===== config.mk =====
export PLATFORM = sky130hd
export DESIGN_NAME = datetime_text_parser
export DESIGN_NICKNAME = d
export VERILOG_FILES = /design/src/hdl/dtp_pkg.sv /design/src/hdl/datetime_text_parser.sv
export SDC_FILE = /design/constraint.sdc
export NUM_CORES = 1
export LEC_CHECK = 0
export ABC_CLOCK_PERIOD_IN_PS = 6080
export BUFFER_PORTS_ARGS = -buffer_cell sky130_fd_sc_hd__buf_2
export CAP_MARGIN = 30
export CORE_ASPECT_RATIO = 0.5
export CORE_UTILIZATION = 46
export CTS_CLUSTER_SIZE = 28
export DETAILED_ROUTE_END_ITERATION = 12
export GPL_TIMING_DRIVEN = 1
export PLACE_DENSITY = 0.69
export SETUP_SLACK_MARGIN = 0.15
export SYNTH_ARGS = -nofsm -noshare
export SYNTH_HDL_FRONTEND = slang
export SYNTH_SLANG_ARGS = --single-unit

===== constraint.sdc =====
create_clock -name clock -period 6.08 [get_ports clock]
set_input_delay 0.304 -clock clock [delete_from_list [all_inputs] [get_ports clock]]
set_output_delay 0.304 -clock clock [all_outputs]
set_load 0.02 [all_outputs]

===== src/hdl/dtp_pkg.sv =====
// ----------------------------------------------------------------------------
// dtp_pkg
// Shared constants and helpers for the date and time text parser: the line
// layout, the separator characters and the range limits of the six fields.
// ----------------------------------------------------------------------------
`default_nettype none

package dtp_pkg;

   // line layout
   localparam int unsigned POS_W = 5;
   localparam logic [POS_W-1:0] LINE_LEN   = 5'd19;
   localparam logic [POS_W-1:0] POS_STOP   = 5'd20;
   localparam logic [POS_W-1:0] LAST_POS   = 5'd18;
   localparam logic [POS_W-1:0] POS_DASH_A = 5'd4;
   localparam logic [POS_W-1:0] POS_DASH_B = 5'd7;
   localparam logic [POS_W-1:0] POS_SPACE  = 5'd10;
   localparam logic [POS_W-1:0] POS_COL_A  = 5'd13;
   localparam logic [POS_W-1:0] POS_COL_B  = 5'd16;
   // last position of each numeric field
   localparam logic [POS_W-1:0] YEAR_END   = 5'd3;
   localparam logic [POS_W-1:0] MONTH_END  = 5'd6;
   localparam logic [POS_W-1:0] DAY_END    = 5'd9;
   localparam logic [POS_W-1:0] HOUR_END   = 5'd12;
   localparam logic [POS_W-1:0] MINUTE_END = 5'd15;

   // characters
   localparam logic [7:0] CHAR_DASH  = 8'h2D;
   localparam logic [7:0] CHAR_SPACE = 8'h20;
   localparam logic [7:0] CHAR_COLON = 8'h3A;
   localparam logic [7:0] CHAR_ZERO  = 8'h30;
   localparam logic [7:0] CHAR_NINE  = 8'h39;

   // field widths and limits
   localparam int unsigned YEAR_W  = 14;
   localparam int unsigned FIELD_W = 7;
   localparam logic [YEAR_W-1:0]  YEAR_MIN   = 14'd2000;
   localparam logic [YEAR_W-1:0]  YEAR_MAX   = 14'd2099;
   localparam logic [FIELD_W-1:0] MONTH_MAX  = 7'd12;
   localparam logic [FIELD_W-1:0] DAY_MAX    = 7'd31;
   localparam logic [FIELD_W-1:0] HOUR_MAX   = 7'd23;
   localparam logic [FIELD_W-1:0] MINSEC_MAX = 7'd59;

   localparam int unsigned RSP_DATA_W = 56;

   // acc * 10 + digit, wrapped to the year width
   function automatic logic [YEAR_W-1:0] acc_digit(input logic [YEAR_W-1:0] acc,
                                                   input logic [3:0] dig);
      logic [YEAR_W-1:0] sum;
      sum = {acc[YEAR_W-4:0], 3'b000} + {acc[YEAR_W-2:0], 1'b0}
            + {{(YEAR_W-4){1'b0}}, dig};
      return sum;
   endfunction

endpackage

`default_nettype wire


===== src/hdl/datetime_text_parser.sv =====
// ----------------------------------------------------------------------------
// datetime_text_parser
// Checks a text line of the form YYYY-MM-DD HH:MM:SS, one character per
// transaction, and returns one result transaction per line.
// ----------------------------------------------------------------------------
// Result: registered; it appears in the cycle after the character marked tlast.
// Throughput: one character per cycle; the only stall is a held result with
// rsp_tready low, which blocks further characters through the result register.
// Reset: synchronous, active high; clears the position counter, the
// accumulators and the result valid flag, and sets the layout flag.
`default_nettype none

module datetime_text_parser (
   input  wire logic        clock,
   input  wire logic        reset,
   input  wire logic        req_tvalid,
   output      logic        req_tready,
   input  wire logic [7:0]  req_tdata,   // [7:0] char_code
   input  wire logic        req_tlast,   // end_of_line
   output      logic        rsp_tvalid,
   input  wire logic        rsp_tready,
   // [13:0] year, [20:14] month, [27:21] day, [34:28] hour, [41:35] minute,
   // [48:42] second, [55:49] zero
   output      logic [dtp_pkg::RSP_DATA_W-1:0] rsp_tdata,
   output      logic        rsp_tuser    // valid_res
);

   logic [dtp_pkg::POS_W-1:0]   pos_ff, pos_in;
   logic                        layout_ff, layout_in;
   logic [dtp_pkg::YEAR_W-1:0]  year_ff, year_in;
   logic [dtp_pkg::FIELD_W-1:0] month_ff, month_in, day_ff, day_in;
   logic [dtp_pkg::FIELD_W-1:0] hour_ff, hour_in, minute_ff, minute_in;
   logic [dtp_pkg::FIELD_W-1:0] second_ff, second_in;

   logic                        out_valid_ff, out_valid_in;
   logic                        out_ok_ff;
   logic [dtp_pkg::YEAR_W-1:0]  out_year_ff;
   logic [dtp_pkg::FIELD_W-1:0] out_month_ff, out_day_ff, out_hour_ff;
   logic [dtp_pkg::FIELD_W-1:0] out_minute_ff, out_second_ff;

   logic                        accept;
   logic                        is_digit, is_sep_pos, sep_match, fault, take;
   logic [3:0]                  dig;
   logic [dtp_pkg::YEAR_W-1:0]  acc_sel, acc_new;
   logic                        ok;

   assign req_tready = rsp_tready | ~out_valid_ff;
   assign accept     = req_tvalid & req_tready;

   always_comb begin
      is_digit = (req_tdata >= dtp_pkg::CHAR_ZERO) && (req_tdata <= dtp_pkg::CHAR_NINE);
      dig      = req_tdata[3:0];

      is_sep_pos = 1'b1;
      sep_match  = 1'b0;
      case (pos_ff)
         dtp_pkg::POS_DASH_A, dtp_pkg::POS_DASH_B: sep_match = (req_tdata == dtp_pkg::CHAR_DASH);
         dtp_pkg::POS_SPACE:                       sep_match = (req_tdata == dtp_pkg::CHAR_SPACE);
         dtp_pkg::POS_COL_A, dtp_pkg::POS_COL_B:   sep_match = (req_tdata == dtp_pkg::CHAR_COLON);
         default:                                  is_sep_pos = 1'b0;
      endcase

      if (pos_ff >= dtp_pkg::LINE_LEN) begin
         fault = 1'b1;
         take  = 1'b0;
      end else if (is_sep_pos) begin
         fault = ~sep_match;
         take  = 1'b0;
      end else begin
         fault = ~is_digit;
         take  = is_digit;
      end

      // pick the accumulator that this position feeds
      if (pos_ff <= dtp_pkg::YEAR_END) begin
         acc_sel = year_ff;
      end else if (pos_ff <= dtp_pkg::MONTH_END) begin
         acc_sel = {{(dtp_pkg::YEAR_W-dtp_pkg::FIELD_W){1'b0}}, month_ff};
      end else if (pos_ff <= dtp_pkg::DAY_END) begin
         acc_sel = {{(dtp_pkg::YEAR_W-dtp_pkg::FIELD_W){1'b0}}, day_ff};
      end else if (pos_ff <= dtp_pkg::HOUR_END) begin
         acc_sel = {{(dtp_pkg::YEAR_W-dtp_pkg::FIELD_W){1'b0}}, hour_ff};
      end else if (pos_ff <= dtp_pkg::MINUTE_END) begin
         acc_sel = {{(dtp_pkg::YEAR_W-dtp_pkg::FIELD_W){1'b0}}, minute_ff};
      end else begin
         acc_sel = {{(dtp_pkg::YEAR_W-dtp_pkg::FIELD_W){1'b0}}, second_ff};
      end
      acc_new = dtp_pkg::acc_digit(acc_sel, dig);

      year_in   = year_ff;
      month_in  = month_ff;
      day_in    = day_ff;
      hour_in   = hour_ff;
      minute_in = minute_ff;
      second_in = second_ff;
      if (take) begin
         if (pos_ff <= dtp_pkg::YEAR_END) begin
            year_in = acc_new;
         end else if (pos_ff <= dtp_pkg::MONTH_END) begin
            month_in = acc_new[dtp_pkg::FIELD_W-1:0];
         end else if (pos_ff <= dtp_pkg::DAY_END) begin
            day_in = acc_new[dtp_pkg::FIELD_W-1:0];
         end else if (pos_ff <= dtp_pkg::HOUR_END) begin
            hour_in = acc_new[dtp_pkg::FIELD_W-1:0];
         end else if (pos_ff <= dtp_pkg::MINUTE_END) begin
            minute_in = acc_new[dtp_pkg::FIELD_W-1:0];
         end else begin
            second_in = acc_new[dtp_pkg::FIELD_W-1:0];
         end
      end

      layout_in = layout_ff & ~fault;
      pos_in    = (pos_ff >= dtp_pkg::LAST_POS + 5'd1) ? dtp_pkg::POS_STOP : pos_ff + 5'd1;

      ok = layout_in && (pos_ff == dtp_pkg::LAST_POS)
           && (year_in >= dtp_pkg::YEAR_MIN) && (year_in <= dtp_pkg::YEAR_MAX)
           && (month_in != '0) && (month_in <= dtp_pkg::MONTH_MAX)
           && (day_in != '0) && (day_in <= dtp_pkg::DAY_MAX)
           && (hour_in <= dtp_pkg::HOUR_MAX)
           && (minute_in <= dtp_pkg::MINSEC_MAX)
           && (second_in <= dtp_pkg::MINSEC_MAX);

      // hold the result until taken, load a new one on the end of a line
      out_valid_in = out_valid_ff & ~rsp_tready;
      if (accept && req_tlast) begin
         out_valid_in = 1'b1;
      end
   end

   always_ff @(posedge clock) begin
      if (reset) begin
         pos_ff    <= '0;
         layout_ff <= 1'b1;
         year_ff   <= '0;
         month_ff  <= '0;
         day_ff    <= '0;
         hour_ff   <= '0;
         minute_ff <= '0;
         second_ff <= '0;
         out_valid_ff <= 1'b0;
      end else begin
         out_valid_ff <= out_valid_in;
         if (accept) begin
            if (req_tlast) begin
               // clear for the next line
               pos_ff    <= '0;
               layout_ff <= 1'b1;
               year_ff   <= '0;
               month_ff  <= '0;
               day_ff    <= '0;
               hour_ff   <= '0;
               minute_ff <= '0;
               second_ff <= '0;
            end else begin
               pos_ff    <= pos_in;
               layout_ff <= layout_in;
               year_ff   <= year_in;
               month_ff  <= month_in;
               day_ff    <= day_in;
               hour_ff   <= hour_in;
               minute_ff <= minute_in;
               second_ff <= second_in;
            end
         end
      end
   end

   always_ff @(posedge clock) begin
      if (accept && req_tlast) begin
         out_ok_ff     <= ok;
         out_year_ff   <= ok ? year_in   : '0;
         out_month_ff  <= ok ? month_in  : '0;
         out_day_ff    <= ok ? day_in    : '0;
         out_hour_ff   <= ok ? hour_in   : '0;
         out_minute_ff <= ok ? minute_in : '0;
         out_second_ff <= ok ? second_in : '0;
      end
   end

   assign rsp_tvalid = out_valid_ff;
   assign rsp_tuser  = out_ok_ff;
   assign rsp_tdata  = {7'd0, out_second_ff, out_minute_ff, out_hour_ff,
                        out_day_ff, out_month_ff, out_year_ff};

endmodule

`default_nettype wire


==> results_dict.tcl <==
set metrics [dict create \
    p_switching_mw 0.407 \
    multi_input_area_mm2 0.00335 \
    cpMostUsedCell "buf_4" \
    grt_max_degree 48 \
    hold_viol_final 0 \
    ys_warn_count 0 \
    drc 10 \
    yosys_most_used_dff "dfxtp_1" \
    ioPinCount 72 \
    synth_common_cells "nor2_1, dfxtp_1, edfxtp_1, a22oi_1, nand2_1" \
    clkTransAtPathRegs_ns 0.08 \
    synth_seq_cells 106 \
    pwr-share-clk_pct 40.9 \
    netlist_area_mm2 0.00616 \
    core-area_mm2 0.0128 \
    yosysMostFrequentCell "nor2_1" \
    wl_mm 19.1 \
    cp_cell_sequence "ha_2 > and3_1 > ha_1 > a21oi_1 > buf_4 > mux2i_1 > o211ai_1 > o221a_2 > inv_1 > fa_1 > inv_1 > ha_1 > a21o_1 > a221oi_1 > xnor2_1 > a2111oi_0 > a31oi_1 > nor4_1 > buf_4 > mux2i_4 > buf_4 > a2111oi_2" \
    synth_area_leaders "edfxtp_1, dfxtp_1, a22oi_1, nor2_1, ha_1" \
    root_buffer "clkbuf_16" \
    intPower_mw 1.09 \
    cts_tree "yes" \
    final-setup-viol-count 0 \
    worstPathRequired_ns 6.23 \
    overflow 0 \
    tightest_slew_ns 1.00 \
    ir_worst_vdd_v 0.000123 \
    dieWidth_um 166 \
    end_kind "register" \
    timing.fmax_mhz 181 \
    fin_nets 760 \
    combPwrFrac_pct 7.8 \
    violations "DRC" \
    path_delay_family "compound AO/OA/AOI/OAI gates" \
    slowest_delay_ns 0.53 \
    row_count 29 \
    cp-start-kind "register" \
    drtAntennaViolNets 0 \
    dr_total_vias 5664 \
    ys_async_sr_fraction_pct 0 \
    cts_made_buffers 9 \
    path_class "reg2reg" \
    crit_path_top_delay_cell "fa_1" \
    yosysTopAreaCellShare_pct 24.4 \
    antenna_cells 0 \
    seq_power_share_pct 51.3 \
    arrival_ns 5.69 \
    hold_path_class "in2reg" \
    clock_skew_ns 0.0101 \
    rsz0062_at_grt "no" \
    antenna_found_initial 0 \
    grt_first_pass_wirelength_mm 30.2 \
    fillers 1164 \
    drive_above_1_share_pct 18.1 \
    fp.dieH_um 83.8 \
    whs_ns 0.272 \
    status "finished with violations" \
    synth_cell_type_count 65 \
    clk_latency_ns 0.36 \
    clockBufferDepth 2 \
    maxCapViolations 0 \
    postCtsSetupRepairBufs 0 \
    final.period_utilization_pct 91.1 \
    setup_tns_ns 0 \
    final_max_slew_viol_count 0 \
    relSlewSlack_pct 33.0 \
    seqCellArea_mm2 0.00262 \
    fin_crit_ns 5.54 \
    seq_area_frac_synth_pct 42.6 \
    grt_pass1_vias 5239 \
    gp_congestion 1.00 \
    dp.final_hpwl_mm 14.0 \
    port_buffers 64 \
    via_per_inst 6.34 \
    crit_fanout 34 \
    floorplan.initialDensity_pct 48.0 \
    first_pass_iters 10 \
    synthCells 654 \
    synth_top_area_cell "edfxtp_1" \
    sw_frac_of_total_pct 27.2 \
    drt-initial-drc-count 671 \
    area_growth_pct 14.3 \
    htreeDepth 3 \
    crit_buf_inv 5 \
    wire_per_inst_um 21.4 \
    syn_avg_cell_area_um2 9.42 \
    synth_enable_flop_cells 50 \
    powerDensity_mw_per_mm2 212 \
    clock_sinks 106 \
    fp.dieArea_mm2 0.0139 \
    grtUsageTotal_pct 28.3 \
    p_leak_nw 2.46 \
    rrSetupSlack_ns 0.54 \
]
cell families (layout without fill, tap and decap cells):
| group | Yosys count | after routing | synth area share, % |
|---|---|---|---|
| and+or+nand+nor | 243 | 243 | 19.2 |
| AOI/OAI and AO/OA | 178 | 178 | 21.7 |
| DFF | 106 | 106 | 42.6 |
| buffers and inverters | 61 | 113 | 4.61 |
| adders and majority gates | 29 | 29 | 6.13 |
| muxes | 25 | 25 | 4.12 |
| xor gates and xnor gates | 11 | 11 | 1.56 |
| other | 1 | 18 | 0.0609 |
cells in the final DEF (no fill, tap or decap), drive strengths merged, types with 3 or more instances in the layout:
| cell | count |
|---|---|
| nand4 | 5 |
| or2 | 5 |
| conb | 18 |
| o211ai | 9 |
| or3 | 3 |
| a31oi | 5 |
| a211oi | 3 |
| a2111oi | 16 |
| nor2b | 8 |
| o221a | 5 |
| a22oi | 49 |
| a221oi | 3 |
| o31ai | 3 |
| nand2b | 4 |
| nor3 | 14 |
| nand3 | 9 |
| inv | 20 |
| a21oi | 36 |
| and2 | 7 |
| or4 | 3 |
| dfxtp | 56 |
| and3 | 6 |
| nor4 | 32 |
| o21a | 6 |
| nand2 | 49 |
| nor2 | 93 |
| ha | 27 |
| clkinv | 3 |
| o21ai | 23 |
| buf | 81 |
| edfxtp | 50 |
| a21o | 4 |
| mux2 | 3 |
| clkbuf | 9 |
| mux2i | 22 |
| xnor2 | 10 |
sequential cells by signal, indices dropped and copies added (netlist names), 5 cells and up:
signal         flops
out_year_ff       14
year_ff           14
day_ff             7
hour_ff            7
minute_ff          7
month_ff           7
out_day_ff         7
out_hour_ff        7
out_minute_ff      7
out_month_ff       7
out_second_ff      7
second_ff          7
pos_ff             5
per-layer routing:
metal / GRT usage (%) / vias to the layer above / share of wire, %
met5: 0 / - / 0
met4: 7.56 / 0 / 2.1
met3: 7.73 / 43 / 10
met2: 41.2 / 321 / 42
met1: 41.1 / 2707 / 46
li1: - / 2593 / -
worst reg2reg max path, delay by kind of cell, from the launching register on:
kind,cells,cell delay [ns]
AO/OA/AOI/OAI,8,1.91
XOR/XNOR,1,0.16
adder cells (fa/ha/maj),4,1.33
buffers and inverters,5,0.76
flip-flops,1,0.51
multiplexers,2,0.23
AND/OR/NAND/NOR,2,0.44
cell type report:
cell class	instances	share of cell area, %
Multi-Input combinational cell	504	47.6
Sequential cell	106	37.3
Tap cell	170	3.02
Inverter	16	0.853
Clock buffer	9	3.20
Timing Repair Buffer	81	6.83
Clock inverter	7	1.23
power groups by stage:
stage	logic, mW	registers [mW]	clock network, mW
after floorplan	0.0542	0.803	0
after global placement	0.109	0.783	0
after detailed placement	0.114	0.784	0
after CTS	0.114	0.767	0.617
after global routing	0.124	0.769	0.642
final	0.117	0.767	0.610
worst paths after layout:
check,start,depth (start not counted),end
min,reset,2,pos_ff[0]
max reg2reg,pos_ff[0],22,out_hour_ff[4]
min reg2reg,second_ff[6],2,second_ff[6]
max,pos_ff[0],22,out_hour_ff[4]
what timing repair did:
action	4_1_cts	5_1_grt
hold buffers	0	0
resized for setup	0	3
endpoints found under the setup margin	0	2
metrics by stage:
| step | cell area, um^2 | instances | util, % | power, mW | setup WS, ns |
|---|---|---|---|---|---|
| floorplan | 6220 | 671 | - | 0.857 | 0.890 |
| global placement | 6670 | 873 | 51.9 | 0.893 | 0.677 |
| detailed placement | 6720 | 877 | 52.3 | 0.897 | 0.564 |
| CTS | 7030 | 893 | 54.7 | 1.50 | 0.506 |
| global route | 7040 | 893 | 54.8 | 1.53 | 0.193 |
| finish | 7040 | 893 | 54.8 | 1.49 | 0.540 |
No activity file was read; power rests on OpenSTA's default activity.
